**src/sv/lgs_pkg.sv**
```systemverilog
`timescale 1ns / 1ps
// ----------------------------------------------------------------------------
// Life generation step package
// Grid size, command codes and the transaction types shared by the block.
// ----------------------------------------------------------------------------
package lgs_pkg;

    localparam int GRID_SIZE = 64;
    localparam int ROW_W     = $clog2(GRID_SIZE);
    localparam int BIRTH_COUNT   = 3;
    localparam int SURVIVE_COUNT = 2;

    localparam logic [63:0] COL_MASK =
        (GRID_SIZE >= 64) ? {64{1'b1}} : ((64'd1 << GRID_SIZE) - 64'd1);

    localparam logic [1:0] CMD_WRITE   = 2'd0;
    localparam logic [1:0] CMD_READ    = 2'd1;
    localparam logic [1:0] CMD_ADVANCE = 2'd2;

    typedef enum logic {
        ST_IDLE,
        ST_SWEEP
    } lgs_state_t;

    typedef struct packed {
        logic [1:0]  command;
        logic [5:0]  row_index;
        logic [63:0] row_bits;
    } lgs_request_t;

    typedef struct packed {
        logic [63:0] row_data;
        logic        world_empty;
    } lgs_response_t;

endpackage

```
**src/sv/lgs_rule_unit.sv**
```systemverilog
`timescale 1ns / 1ps
// ----------------------------------------------------------------------------
// Life generation step rule unit
// Applies the B3/S23 rule to one row from the rows above and below it.
// ----------------------------------------------------------------------------
module lgs_rule_unit
    import lgs_pkg::*;
(
    input  logic [63:0] above,
    input  logic [63:0] current,
    input  logic [63:0] below,
    output logic [63:0] next_row
);

    logic [63:0] nb [8];
    logic [3:0]  count;
    logic [63:0] result;

    always_comb
    begin
        nb[0] = above << 1;
        nb[1] = above;
        nb[2] = above >> 1;
        nb[3] = current << 1;
        nb[4] = current >> 1;
        nb[5] = below << 1;
        nb[6] = below;
        nb[7] = below >> 1;
        result = '0;
        count  = '0;
        for (int j = 0; j < 64; j++)
        begin
            count = 4'({3'b000, nb[0][j]} + {3'b000, nb[1][j]} + {3'b000, nb[2][j]}
                     + {3'b000, nb[3][j]} + {3'b000, nb[4][j]} + {3'b000, nb[5][j]}
                     + {3'b000, nb[6][j]} + {3'b000, nb[7][j]});
            result[j] = (count == 4'(BIRTH_COUNT))
                        || (current[j] && (count == 4'(SURVIVE_COUNT)));
        end
        next_row = result & COL_MASK;
    end

endmodule

```
**config.mk**
```make
export PLATFORM = sky130hd
export DESIGN_NAME = lgs_rule_unit
export DESIGN_NICKNAME = d
export VERILOG_FILES = /design/src/sv/lgs_pkg.sv /design/src/sv/lgs_rule_unit.sv
export SDC_FILE = /design/constraint.sdc
export NUM_CORES = 1
export LEC_CHECK = 0
export BUFFER_PORTS_ARGS = -buffer_cell sky130_fd_sc_hd__clkbuf_2
export CAP_MARGIN = 20
export CORE_MARGIN = 5
export CORE_UTILIZATION = 52
export DETAILED_ROUTE_END_ITERATION = 8
export GPL_TIMING_DRIVEN = 0
export PLACE_DENSITY = 0.81
export SYNTH_ARGS = -nofsm -noshare
export SYNTH_HDL_FRONTEND = slang
export SYNTH_SLANG_ARGS = --single-unit
```
**constraint.sdc**
```tcl
create_clock -name vclk -period 2.6
set_input_delay 0.13 -clock vclk [all_inputs]
set_output_delay 0.13 -clock vclk [all_outputs]
set_load 0.05 [all_outputs]
```
==> flow_summary.toml <==
[timing]
slew_headroom_pct = 76.87
timing.final.crit_share_pct = 119.0
worst-slew-pin-transition_ns = 0.3454
finalHoldViolCount = 0
fin_ws_ns = -0.4947
max_clock_freq_mhz = 323.1
setup_viol = 62
fin_crit_ns = 3.095
rsz0062_at_grt = "yes"
slew_violations = 0
fin_setup_tns_ns = -25.52

[detailed_routing]
drc = 0
via_count = 8824
avgViaCountPerCell = 5.098
drt_pass1_iterations = 4
wl_um = 27410
drt_iter0_markers = 169
routedWlPerCell_um = 15.84
ant_nets = 0

[die]
die_height_um = 153.5
core_um2 = 20230
dieArea_um2 = 23570
ios = 256
start_util_pct = 52.95
fp.dieW_um = 153.5
rows = 52

[clock_network]
ctsHoldBuffers = 0

[place]
io_buffer_count = 256
place_hpwl_um = 22990
gp_congestion = 0.8554

[worst_setup_path]
worstPathArrival_ns = 2.96
start_kind = "input port"
path_class = "in -> out"
cp.required_ns = 2.47
cp-end-kind = "output port"
crit_path_max_fanout = 2

[global_routing]
grt_pass1_vias = 10560
grt_antenna_before_repair = 1
groute.usage.overall_pct = 22.90
grt_max_degree = 4
grt_overflow_total = 0
grt_pass1_wl_um = 46160

[logic_synthesis]
ys_top_cells_by_count = "443 x inv_1, 252 x fa_1, 188 x ha_1"
synth_most_common_cell = "inv_1"
synth.distinct_cells = 12
avgSynthCellArea_um2 = 8.958
muxShareOfSynthArea_pct = 0
synth_top_cell_area_share_pct = 47.09
synth_area_leader_cell = "fa_1"
synth_fp_nets = 1828
synth_compound_area_share_pct = 8.747
yosys_warnings = 0
synth.cell_area_um2 = 10710
synth.area.top_cells = "fa_1 47%, ha_1 22%, inv_1 16%, a21oi_1 5.7%, or2_2 3.6%"
synth_top_family_by_area = "adder cells"
yosysSeqAreaShare_pct = 0
synth_cells = 1196
synthAdderAreaFrac_pct = 69.04
synth-xor-area-share_pct = 0
synth-simple-area-share_pct = 6.692

[finish]
syn_to_final_growth_pct = 41.73
regArea_um2 = 0
drive_gt1_share_pct = 48.22
n_clock_buffer = 0
final_nets = 2094
seq_cells = 0

[run_status]
violations = "negative setup slack"
outcome = "finished with violations"

[pwr]
p_leak_nw = 7.572
ir_drop_uv = 548.9
total_power_mw = 9.336
p_per_area_nw_per_um2 = 614.8

[flow_run]
drv_cap = 0

[hold_path]
min_path_type = "in -> out"
hold_path_depth = 4
## placed cells by master (no fill, tap or decap), types with 12 or more instances in the layout
master and count:
a21oi_1 61, a21oi_4 61, buf_4 16, buf_6 12
buf_8 70, clkbuf_2 125, clkbuf_8 28, fa_1 189
fa_2 63, ha_1 127, ha_2 48, ha_4 13
inv_1 312, inv_2 91, inv_4 33, nand3_1 61
o21ai_2 58, or2_4 61
## worst max-delay path, cell delays in order
cell and delay, ns:
clkbuf_2 0.10, inv_2 0.05, fa_1 0.50, fa_1 0.52, fa_1 0.50, inv_1 0.05, ha_2 0.17, fa_2 0.35
or2_4 0.25, a21oi_4 0.16, buf_8 0.16
## metal layers
layer	wire, um	track usage [%]	up-vias
met1	9662	25.49	4310
met5	0	0	-
met2	14940	43.60	263
met3	1452	3.598	97
met4	1356	8.831	0
li1	-	-	4154
## power breakdown
| group | internal (mW) | switching [mW] |
|---|---|---|
| registers | 0 | 0 |
| logic | 4.17 | 5.17 |
| clock network | 0.0000000515 | 0 |
| total | 4.17 | 5.17 |
## path summary, 6_finish.rpt
kind	startpoint	end	slack [ns]
worst max-delay path	above[29]	next_row[29]	-0.49
worst min-delay path	current[38]	next_row[38]	0.67
## stage by stage
step	instance area (um^2)	hold slack [ns]	worst slack [ns]	util, %	std cells
CTS	14720	0.7169	-0.5428	72.75	1726
global placement	13650	0.7641	-0.6323	67.48	1722
finish	15180	0.6735	-0.4947	75.04	1731
global route	15180	0.6939	-0.5825	75.04	1731
detailed placement	13650	0.7600	-0.6618	67.48	1722
floorplan	12040	0.4720	-0.3169	-	1196
## cells by family (layout without fill, tap and decap cells)
logic type      after synthesis  after routing
buf+inv                     443            707
other cells                   0              1
compound gates              185            185
fa+ha+maj                   440            440
simple gates                128            128
## layout make-up
cell class | instances | area (um^2)
Timing Repair Buffer | 264 | 2462
Antenna cell | 1 | 2.502
Tap cell | 270 | 337.8
Fill cell | 1236 | 5050
Multi-Input combinational cell | 753 | 10590
Inverter | 443 | 1788
## repair_timing
action | CTS | global route
pin swaps | 115 | 55
setup endpoints to repair | 62 | 62
gates cloned | 0 | 0
setup buffers | 4 | 4
resized for setup | 304 | 208
Power figures use the tool's default switching activity.
