`src/sv/lgs_pkg.sv`:
```
`timescale 1ns / 1ps
// ----------------------------------------------------------------------------
// Life generation step package
// Grid size, command codes and the transaction types shared by the block.
// ----------------------------------------------------------------------------
package lgs_pkg;

    localparam int GRID_SIZE = 64;
    localparam int ROW_W     = $clog2(GRID_SIZE);
    localparam int BIRTH_COUNT   = 3;
    localparam int SURVIVE_COUNT = 2;

    localparam logic [63:0] COL_MASK =
        (GRID_SIZE >= 64) ? {64{1'b1}} : ((64'd1 << GRID_SIZE) - 64'd1);

    localparam logic [1:0] CMD_WRITE   = 2'd0;
    localparam logic [1:0] CMD_READ    = 2'd1;
    localparam logic [1:0] CMD_ADVANCE = 2'd2;

    typedef enum logic {
        ST_IDLE,
        ST_SWEEP
    } lgs_state_t;

    typedef struct packed {
        logic [1:0]  command;
        logic [5:0]  row_index;
        logic [63:0] row_bits;
    } lgs_request_t;

    typedef struct packed {
        logic [63:0] row_data;
        logic        world_empty;
    } lgs_response_t;

endpackage

```
`src/sv/lgs_row_cell.sv`:
```
`timescale 1ns / 1ps
// ----------------------------------------------------------------------------
// Life generation step row cell
// One grid row held in a register that takes its neighbour's row on a shift.
// ----------------------------------------------------------------------------
module lgs_row_cell
    import lgs_pkg::*;
(
    input  logic        clk,
    input  logic        rst_n,
    input  logic        shift_en,
    input  logic [63:0] row_in,
    output logic [63:0] row_out
);

    logic [63:0] row_reg;
    logic [63:0] row_next;

    always_comb
    begin
        row_next = shift_en ? (row_in & COL_MASK) : row_reg;
    end

    always_ff @(posedge clk or negedge rst_n)
    begin
        if (!rst_n)
        begin
            row_reg <= '0;
        end
        else
        begin
            row_reg <= row_next;
        end
    end

    assign row_out = row_reg;

endmodule

```
`config.mk`:
```
export PLATFORM = sky130hd
export DESIGN_NAME = lgs_row_cell
export DESIGN_NICKNAME = d
export VERILOG_FILES = /design/src/sv/lgs_pkg.sv /design/src/sv/lgs_row_cell.sv
export SDC_FILE = /design/constraint.sdc
export NUM_CORES = 1
export LEC_CHECK = 0
export BUFFER_PORTS_ARGS = -buffer_cell sky130_fd_sc_hd__buf_4
export CAP_MARGIN = 10
export CORE_MARGIN = 2
export CORE_UTILIZATION = 35
export CTS_BUF_LIST = sky130_fd_sc_hd__clkbuf_4 sky130_fd_sc_hd__clkbuf_8 sky130_fd_sc_hd__clkbuf_16
export CTS_CLUSTER_SIZE = 16
export DETAILED_ROUTE_END_ITERATION = 7
export HOLD_SLACK_MARGIN = 0.03
export PLACE_DENSITY = 0.66
export SYNTH_ARGS = -nofsm -noshare
export SYNTH_HDL_FRONTEND = slang
export SYNTH_SLANG_ARGS = --single-unit
```
`constraint.sdc`:
```
create_clock -name clk -period 0.8 [get_ports clk]
set_input_delay 0.04 -clock clk [delete_from_list [all_inputs] [get_ports clk]]
set_output_delay 0.04 -clock clk [all_outputs]
set_load 0.01 [all_outputs]
```
==> results of run 1 <==
[placed cells by master, fill, tap and decap left out]
cell / netlist / routed
clkinvlp_4: 0 / 1
clkbuf_8: 0 / 9
buf_12: 6 / 5
bufinv_16: 0 / 2
mux2_4: 60 / 60
mux2_2: 4 / 4
clkinv_4: 0 / 1
dfrtp_1: 64 / 64
inv_6: 0 / 1
clkinv_2: 0 / 2
dlygate4sd3_1: 0 / 65
buf_4: 0 / 72
buf_6: 1 / 89
[kinds of logic (layout without fill, tap and decap cells)]
kind of cell	Yosys count	after routing	synth area share, %
mux	64	64	35.3
flops	64	64	59.8
buf+inv	7	247	4.90
[through the flow]
step	hold slack [ps]	area (sq um)	utilization [%]	power, mW	setup slack, ps
floorplan	-256	2680	-	4.60	20.7
global route	209	5180	70.7	9.85	-166
CTS	200	5070	69.2	9.34	-130
finish	216	5180	70.7	9.47	-131
detailed placement	67.5	3750	51.1	5.52	-53.3
global placement	66.5	3750	51.1	5.50	-41.7
[routing by layer]
layer | global-route usage (%) | routed length, um
met5 | 0 | 0
met4 | 8.33 | 178
met3 | 4.48 | 458
met2 | 33.9 | 4340
met1 | 23.3 | 3200
[report_power, final]
group / switching, mW / leakage, nW / total [mW] / internal (mW)
clock: 1.34 / 0.110 / 3.10 / 1.76
sequential: 0.284 / 0.748 / 3.84 / 3.56
combinational: 0.769 / 1.71 / 2.53 / 1.76
total: 2.39 / 2.57 / 9.47 / 7.08
[path summary, 6_finish.rpt]
check,from,endpoint
worst max register to register,row_out[29]$_DFFE_PN0P_,row_out[29]$_DFFE_PN0P_
worst max-delay path,row_out[17]$_DFFE_PN0P_,row_out[17]
worst min register to register,row_out[63]$_DFFE_PN0P_,row_out[63]$_DFFE_PN0P_
worst min-delay path,shift_en,row_out[38]$_DFFE_PN0P_
max in group asynchronous,rst_n,row_out[7]$_DFFE_PN0P_
min in group asynchronous,rst_n,row_out[40]$_DFFE_PN0P_
[what timing repair did]
item,in CTS,in global routing
cloned,0,0
pin swaps,0,0
setup buffers,29,2
gates resized for setup,64,25
endpoints found under the hold margin,128,0
setup endpoints to repair,64,107
hold buffers,65,0
[layout make-up]
cell class | instances | area (sq um)
Timing Repair Buffer | 231 | 2290
Fill cell | 437 | 2150
Sequential cell | 64 | 1600
Multi-Input combinational cell | 64 | 946
Clock buffer | 9 | 124
Tap cell | 99 | 124
Clock inverter | 7 | 95.1
==> flow_metrics.tcl, run 1 <==
set metrics [dict create \
    num_antenna_cells 0 \
    worst_slew_pin_slew_ps 348 \
    status "complete, but fails checks" \
    critPathMaxStageDelay_ps 420 \
    hold_depth 3 \
    fin_crit_sh_pct 116 \
    rsz0062_at_grt "yes" \
    grt_max_degree 65 \
    finalWirelength_um 8170 \
    gp_congestion 0.696 \
    hp-class "in -> reg" \
    dieArea_sq_um 8370 \
    clock_latency_ps 330 \
    fin_worst_skew_ps 0 \
    die_w_um 91.5 \
    antenna_found_initial 0 \
    fin_ws_ps -131 \
    grt_pass1_wl_um 12600 \
    slew_violations 0 \
    worst-setup-path-type "reg -> out" \
    vias 2073 \
    postSynthCellCount 135 \
    ys_ff_latch 64 \
    worst-path-stages 1 \
    rrSetupSlack_ps -130 \
    finalNonFillerCells 474 \
    path_cells "buf_6" \
    syn_area_per_cell_sq_um 19.8 \
    synth_edf_count 0 \
    setup_viol 100 \
    grt_usage_pct 19.6 \
    drt_iter0_drc 33 \
    root_buffer "clkbuf_8" \
    largest_reg_flops 64 \
    grt_pass1_vias 2318 \
    area_growth_syn_to_layout_pct 93.5 \
    ys.flop_type "dfrtp_1" \
    async_flop_share_pct 100 \
    grt_overflow_total 0 \
    cts_made_buffers 9 \
    clkSlewWorstSetupHoldPaths_ps 80 \
    drc_errors 0 \
    routedWlPerCell_um 17.2 \
    via_per_inst 4.37 \
    drive_gt1_share_pct 65.6 \
    hpwl_um 4180 \
    synth.most_common_cell "dfrtp_1" \
    hold_viol 0 \
    yosysTopAreaCellShare_pct 59.8 \
    fmax_ghz 1.07 \
    ys_warn_count 0 \
    cp_top_family "flip-flops" \
    leakage_nw 2.57 \
    cts_num_sinks 64 \
    setup_tns_ps -9760 \
    io_pins 131 \
    ys_seq_area_share_pct 59.8 \
    start_kind "register" \
    synth_top_area_cell "dfrtp_1" \
    pwr_density_cell_nw_per_um2 1830 \
    rows 31 \
    path_max_fanout 2 \
    synth_area_leaders "dfrtp_1, mux2_4, buf_12" \
    start_util_pct 36.5 \
    worstPathRequired_ps 760 \
    cp.buffers_inverters 1 \
    ant_nets 0 \
    dp_cells 362 \
    violations "setup timing" \
    coreArea_sq_um 7330 \
    cp.arrival_ps 890 \
    synth_nets 202 \
    ys_types 5 \
    max_slew_margin_pct 76.8 \
    syn-cell-area_sq_um 2680 \
    cts.path.max_buffers 2 \
    reg2regPathDepth 2 \
    nets 437 \
    cp_slowest_cell "dfrtp_1" \
    drtPass1Iterations 4 \
    drv_cap 0 \
    htreeDepth 3 \
    fin_crit_ps 931 \
    portBuffers 130 \
    die_y_um 91.5 \
    synth_commonest_cells "dfrtp_1, mux2_4, buf_12" \
    critPathCaptureType "primary output" \
    irDropWorstVdd_v 0.000894 \
    tritoncts "built" \
]
Power figures use the tool's default switching activity.
==> run 2: changes to the inputs <==
--- a/config.mk
+++ b/config.mk
@@ -7,13 +7,13 @@
 export LEC_CHECK = 0
 export BUFFER_PORTS_ARGS = -buffer_cell sky130_fd_sc_hd__buf_4
 export CAP_MARGIN = 10
-export CORE_MARGIN = 2
+export CORE_MARGIN = 10
 export CORE_UTILIZATION = 35
 export CTS_BUF_LIST = sky130_fd_sc_hd__clkbuf_4 sky130_fd_sc_hd__clkbuf_8 sky130_fd_sc_hd__clkbuf_16
 export CTS_CLUSTER_SIZE = 16
 export DETAILED_ROUTE_END_ITERATION = 7
 export HOLD_SLACK_MARGIN = 0.03
-export PLACE_DENSITY = 0.66
+export RECOVER_POWER = 25
 export SYNTH_ARGS = -nofsm -noshare
 export SYNTH_HDL_FRONTEND = slang
 export SYNTH_SLANG_ARGS = --single-unit
==> constraint.sdc (replaced) <==
create_clock -name clk -period 1.05 [get_ports clk]
set_input_delay 0.0525 -clock clk [delete_from_list [all_inputs] [get_ports clk]]
set_output_delay 0.0525 -clock clk [all_outputs]
set_load 0.01 [all_outputs]
==> run 2 against run 1 <==
Compared with the run above: the flow now finishes without violations; critical path depth did not move; first-iteration DRC count rose by 82%; hold slack improved by 47 ps; highest routed layer unchanged; final cell count fell by 6.8%; via count fell by 9.4%; setup slack improved by 240 ps; clock skew did not move; flip-flop and latch count did not move; clock-buffer cell count rose by 1.
==> flow_metrics.tcl, run 2 (synthesis results as in run 1) <==
set metrics [dict create \
    largest_reg_flops 64 \
    drtPass1Iterations 4 \
    hold_viol 0 \
    root_buffer "clkbuf_8" \
    die_w_um 107 \
    start_kind "register" \
    worst-setup-path-type "reg -> out" \
    post-route-util_pct 61.7 \
    setup_viol 0 \
    cp_top_family "flip-flops" \
    htreeDepth 3 \
    setup_tns_ps 0 \
    vias 1879 \
    path_cells "buf_4" \
    rsz0062_at_grt "no" \
    grt_pass1_wl_um 12100 \
    status "finished, final reports clean" \
    gp_congestion 0.720 \
    hpwl_um 5010 \
    routedWlPerCell_um 17.2 \
    portBuffers 130 \
    critPathMaxStageDelay_ps 410 \
    grt_overflow_total 0 \
    grt_usage_pct 13.4 \
    clock_latency_ps 330 \
    hp-class "in -> reg" \
    cp.buffers_inverters 1 \
    coreArea_sq_um 7330 \
    worst_slew_pin_slew_ps 567 \
    ant_nets 0 \
    fin_worst_skew_ps 0 \
    num_antenna_cells 0 \
    drt_iter0_drc 60 \
    postCtsSetupBuffers 0 \
    regToRegStartpoint "row_out[24]$_DFFE_PN0P_" \
    cp_slowest_cell "dfrtp_1" \
    rrSetupSlack_ps 250 \
    final_common_cell "buf_4" \
    cts.path.max_buffers 2 \
    io_pins 131 \
    final_cell_mix "buf_4, dlygate4sd3_1, dfrtp_1, mux2_4, clkbuf_8" \
    hold_depth 3 \
    cts_made_buffers 9 \
    drc_errors 0 \
    pwr_density_cell_nw_per_um2 1350 \
    critPathCaptureType "primary output" \
    worstPathRequired_ps 1000 \
    clkSlewWorstSetupHoldPaths_ps 70 \
    max_slew_margin_pct 62.2 \
    dieArea_sq_um 11600 \
    fmax_ghz 1.06 \
    leakage_nw 2.28 \
    n_fill_cell 544 \
    fin_crit_sh_pct 89.5 \
    via_per_inst 4.25 \
    die_y_um 107 \
    tritoncts "built" \
    area_growth_syn_to_layout_pct 68.8 \
    finalWirelength_um 7610 \
    hold_start "shift_en" \
    nets 406 \
    grt_pass1_vias 2195 \
    slew_violations 0 \
    rows 31 \
    timing.rr.end "row_out[24]$_DFFE_PN0P_" \
    cp.arrival_ps 890 \
    drive_gt1_share_pct 62.4 \
    fin_total_pwr_mw 6.09 \
    reg2regPathDepth 1 \
    path_max_fanout 2 \
    start_util_pct 36.5 \
    irDropWorstVdd_v 0.000771 \
    antenna_found_initial 0 \
    fin_crit_ps 940 \
    drv_cap 0 \
    whs_endpoint "row_out[0]$_DFFE_PN0P_" \
    cts_num_sinks 64 \
    grt_max_degree 65 \
]
[run 2: changes by cell type in the layout (fill, tap and decap cells not counted), sizes merged]
cell / before / now
clkinv: 3 / 5
buf: 166 / 134
clkbuf: 9 / 11
clkinvlp: 1 / 0
inv: 1 / 0
bufinv: 2 / 0
[run 2: through the flow]
step	instance area (sq um)	std cells	setup WS (ps)	hold slack, ps
4_1_cts	4530	442	92.5	250
5_1_grt	4520	442	72.5	255
2_1_floorplan	2680	135	266	-243
6_report	4520	442	110	263
3_5_place_dp	3720	362	172	80.9
3_3_place_gp	3720	362	188	84.1
[run 2: layout make-up]
class | instances | area, sq um | area share (%)
clock inverter | 5 | 25.0 | 0.554
timing repair buffer | 200 | 1690 | 37.4
clock buffer | 10 | 131 | 2.91
sequential | 64 | 1600 | 35.4
multi-input combinational | 64 | 946 | 20.9
tap | 99 | 124 | 2.74
[run 2: repair_timing]
item	4_1_cts	5_1_grt
resized for setup	0	0
hold endpoints to repair	128	0
hold buffers	65	0
endpoints found under the setup margin	0	0
[run 2: metal layers]
metal | global-route usage [%] | part of all wire, % | wire length, um | vias up
met4 | 3.63 | 0.68 | 52 | 0
met3 | 7.13 | 9.9 | 750 | 6
met1 | 16.0 | 44 | 3340 | 901
met5 | 0 | 0 | 0 | -
li1 | - | - | - | 878
met2 | 20.5 | 46 | 3470 | 94
[run 2: worst max-delay path by stage]
stage,start,to,slack [ps],cells past startpoint
after detailed placement,shift_en,row_out[63]$_DFFE_PN0P_,170,3
after floorplan,shift_en,row_out[10]$_DFFE_PN0P_,270,3
final,row_out[24]$_DFFE_PN0P_,row_out[24],110,1
after global routing,row_out[4]$_DFFE_PN0P_,row_out[4],70,1
after global placement,shift_en,row_out[61]$_DFFE_PN0P_,190,3
after CTS,row_out[24]$_DFFE_PN0P_,row_out[24],90,1
[run 2: power by group]
group / total (mW) / internal (mW) / switching [mW]
Clock: 1.72 / 0.848 / 0.875
Sequential: 2.86 / 2.71 / 0.148
Combinational: 1.50 / 0.984 / 0.520
==> run 3: changes to the inputs <==
--- a/config.mk
+++ b/config.mk
@@ -13,6 +13,7 @@
 export CTS_CLUSTER_SIZE = 16
 export DETAILED_ROUTE_END_ITERATION = 7
 export HOLD_SLACK_MARGIN = 0.03
+export PLACE_DENSITY_LB_ADDON = 0.1
 export RECOVER_POWER = 25
 export SYNTH_ARGS = -nofsm -noshare
 export SYNTH_HDL_FRONTEND = slang
==> run 3 against run 2 <==
Compared with the run above: non-clock buffer count is 2 higher; power is 7.2% higher; via count is 2.1% higher; sequential share of layout area is 0.51 points lower; core utilization is 0.90 points higher; routed wire length is 1.0% lower; clock skew stayed put; critical path type unchanged.
==> flow_metrics.tcl, run 3 (synthesis results as in run 1) <==
set metrics [dict create \
    worstPathRequired_ps 1000 \
    grt_usage_pct 13.4 \
    rrSetupSlack_ps 270 \
    critPathCaptureType "primary output" \
    htreeDepth 3 \
    hpwl_um 5100 \
    drive_gt1_share_pct 62.7 \
    worst_slew_pin_slew_ps 577 \
    tritoncts "built" \
    routedWlPerCell_um 16.9 \
    die_w_um 107 \
    root_buffer "clkbuf_8" \
    drc_errors 0 \
    clkSlewWorstSetupHoldPaths_ps 70 \
    grt_overflow_total 0 \
    die_y_um 107 \
    hold_viol 0 \
    area_growth_syn_to_layout_pct 71.2 \
    drv_cap 0 \
    cts_made_buffers 9 \
    antenna_found_initial 0 \
    timing.rr.end "row_out[4]$_DFFE_PN0P_" \
    grt_pass1_wl_um 12200 \
    path_max_fanout 2 \
    critPathLaunch "row_out[54]$_DFFE_PN0P_" \
    nets 408 \
    n_fill_cell 559 \
    drt_iter0_drc 55 \
    critPathMaxStageDelay_ps 390 \
    cp.buffers_inverters 1 \
    largest_reg_flops 64 \
    fin_crit_sh_pct 88.7 \
    worst-path-stages 1 \
    grt_pass1_vias 2191 \
    fin_crit_ps 931 \
    finalWirelength_um 7530 \
    start_util_pct 36.5 \
    hp-class "in -> reg" \
    io_pins 131 \
    leakage_nw 2.31 \
    placed_area_sq_um 3750 \
    slew_violations 0 \
    reg2regPathDepth 1 \
    status "finished, final reports clean" \
    postCtsSetupBuffers 0 \
    irDropWorstVdd_v 0.000844 \
    gp_congestion 0.710 \
    max_slew_margin_pct 61.6 \
    setup_viol 0 \
    pwr_density_cell_nw_per_um2 1420 \
    pre_cts_ws_ps 121 \
    via_per_inst 4.31 \
    ant_nets 0 \
    cp.arrival_ps 880 \
    regToRegStartpoint "row_out[4]$_DFFE_PN0P_" \
    post-route-util_pct 62.6 \
    dieArea_sq_um 11600 \
    fmax_ghz 1.07 \
    rsz0062_at_grt "no" \
    fin_ws_ps 119 \
    vias 1919 \
    final_common_cell "buf_4" \
    num_antenna_cells 0 \
    cp_top_family "flip-flops" \
    cts_num_sinks 64 \
    setup.worst_path.end "row_out[54]" \
    rows 31 \
    cts.path.max_buffers 2 \
    coreArea_sq_um 7330 \
    setup_tns_ps 0 \
    fin_total_pwr_mw 6.53 \
    drtPass1Iterations 4 \
    worst-setup-path-type "reg -> out" \
    portBuffers 130 \
    clock_latency_ps 330 \
    path_cells "buf_4" \
    final_area_sq_um 4590 \
    cp_slowest_cell "dfrtp_1" \
    start_kind "register" \
    final_cell_mix "buf_4, dlygate4sd3_1, dfrtp_1, mux2_4, clkbuf_8" \
    grt_max_degree 24 \
    fin_worst_skew_ps 0 \
]
[run 3: how the worst min path moves through the flow]
| stage | start | endpoint | depth (start not counted) |
|---|---|---|---|
| floorplan | rst_n | row_out[0]$_DFFE_PN0P_ | 0 |
| global placement | rst_n | row_out[25]$_DFFE_PN0P_ | 1 |
| detailed placement | rst_n | row_out[27]$_DFFE_PN0P_ | 1 |
| CTS | shift_en | row_out[28]$_DFFE_PN0P_ | 2 |
| global route | shift_en | row_out[22]$_DFFE_PN0P_ | 2 |
| finish | shift_en | row_out[22]$_DFFE_PN0P_ | 2 |
[run 3: per-stage QoR]
step	std cells	hold slack, ps
after floorplan	135	-243
after global placement	364	-19.9
after detailed placement	364	-23.2
after CTS	445	91.4
after global routing	445	84.1
final	445	104
[run 3: routing by layer]
layer  vias up  wire length (um)  global-route usage, %
li1        887                 -                      -
met3         9               772                   7.66
met5         -                 0                      0
met1       939              2880                   14.7
met4         0                93                   4.20
met2        84              3780                   21.6
[run 3: report_power, final]
group	internal, mW	switching [mW]
logic	0.989	0.516
clock network	1.27	0.893
registers	2.71	0.144
total	4.98	1.55
[run 3: cell type report]
class                   instances  area [sq um]  share of cell area, %
repair buffers                202          1710                   37.3
flip-flops and latches         64          1600                   34.9
multi-input cells              64           946                   20.6
clock buffers                  13           166                   3.63
well taps                      99           124                   2.70
clock inverters                 3          40.0                  0.873
[run 3: repair_timing]
action / CTS / global route
hold buffers: 65 / 0
resized for setup: 0 / 0
endpoints found under the hold margin: 128 / 0
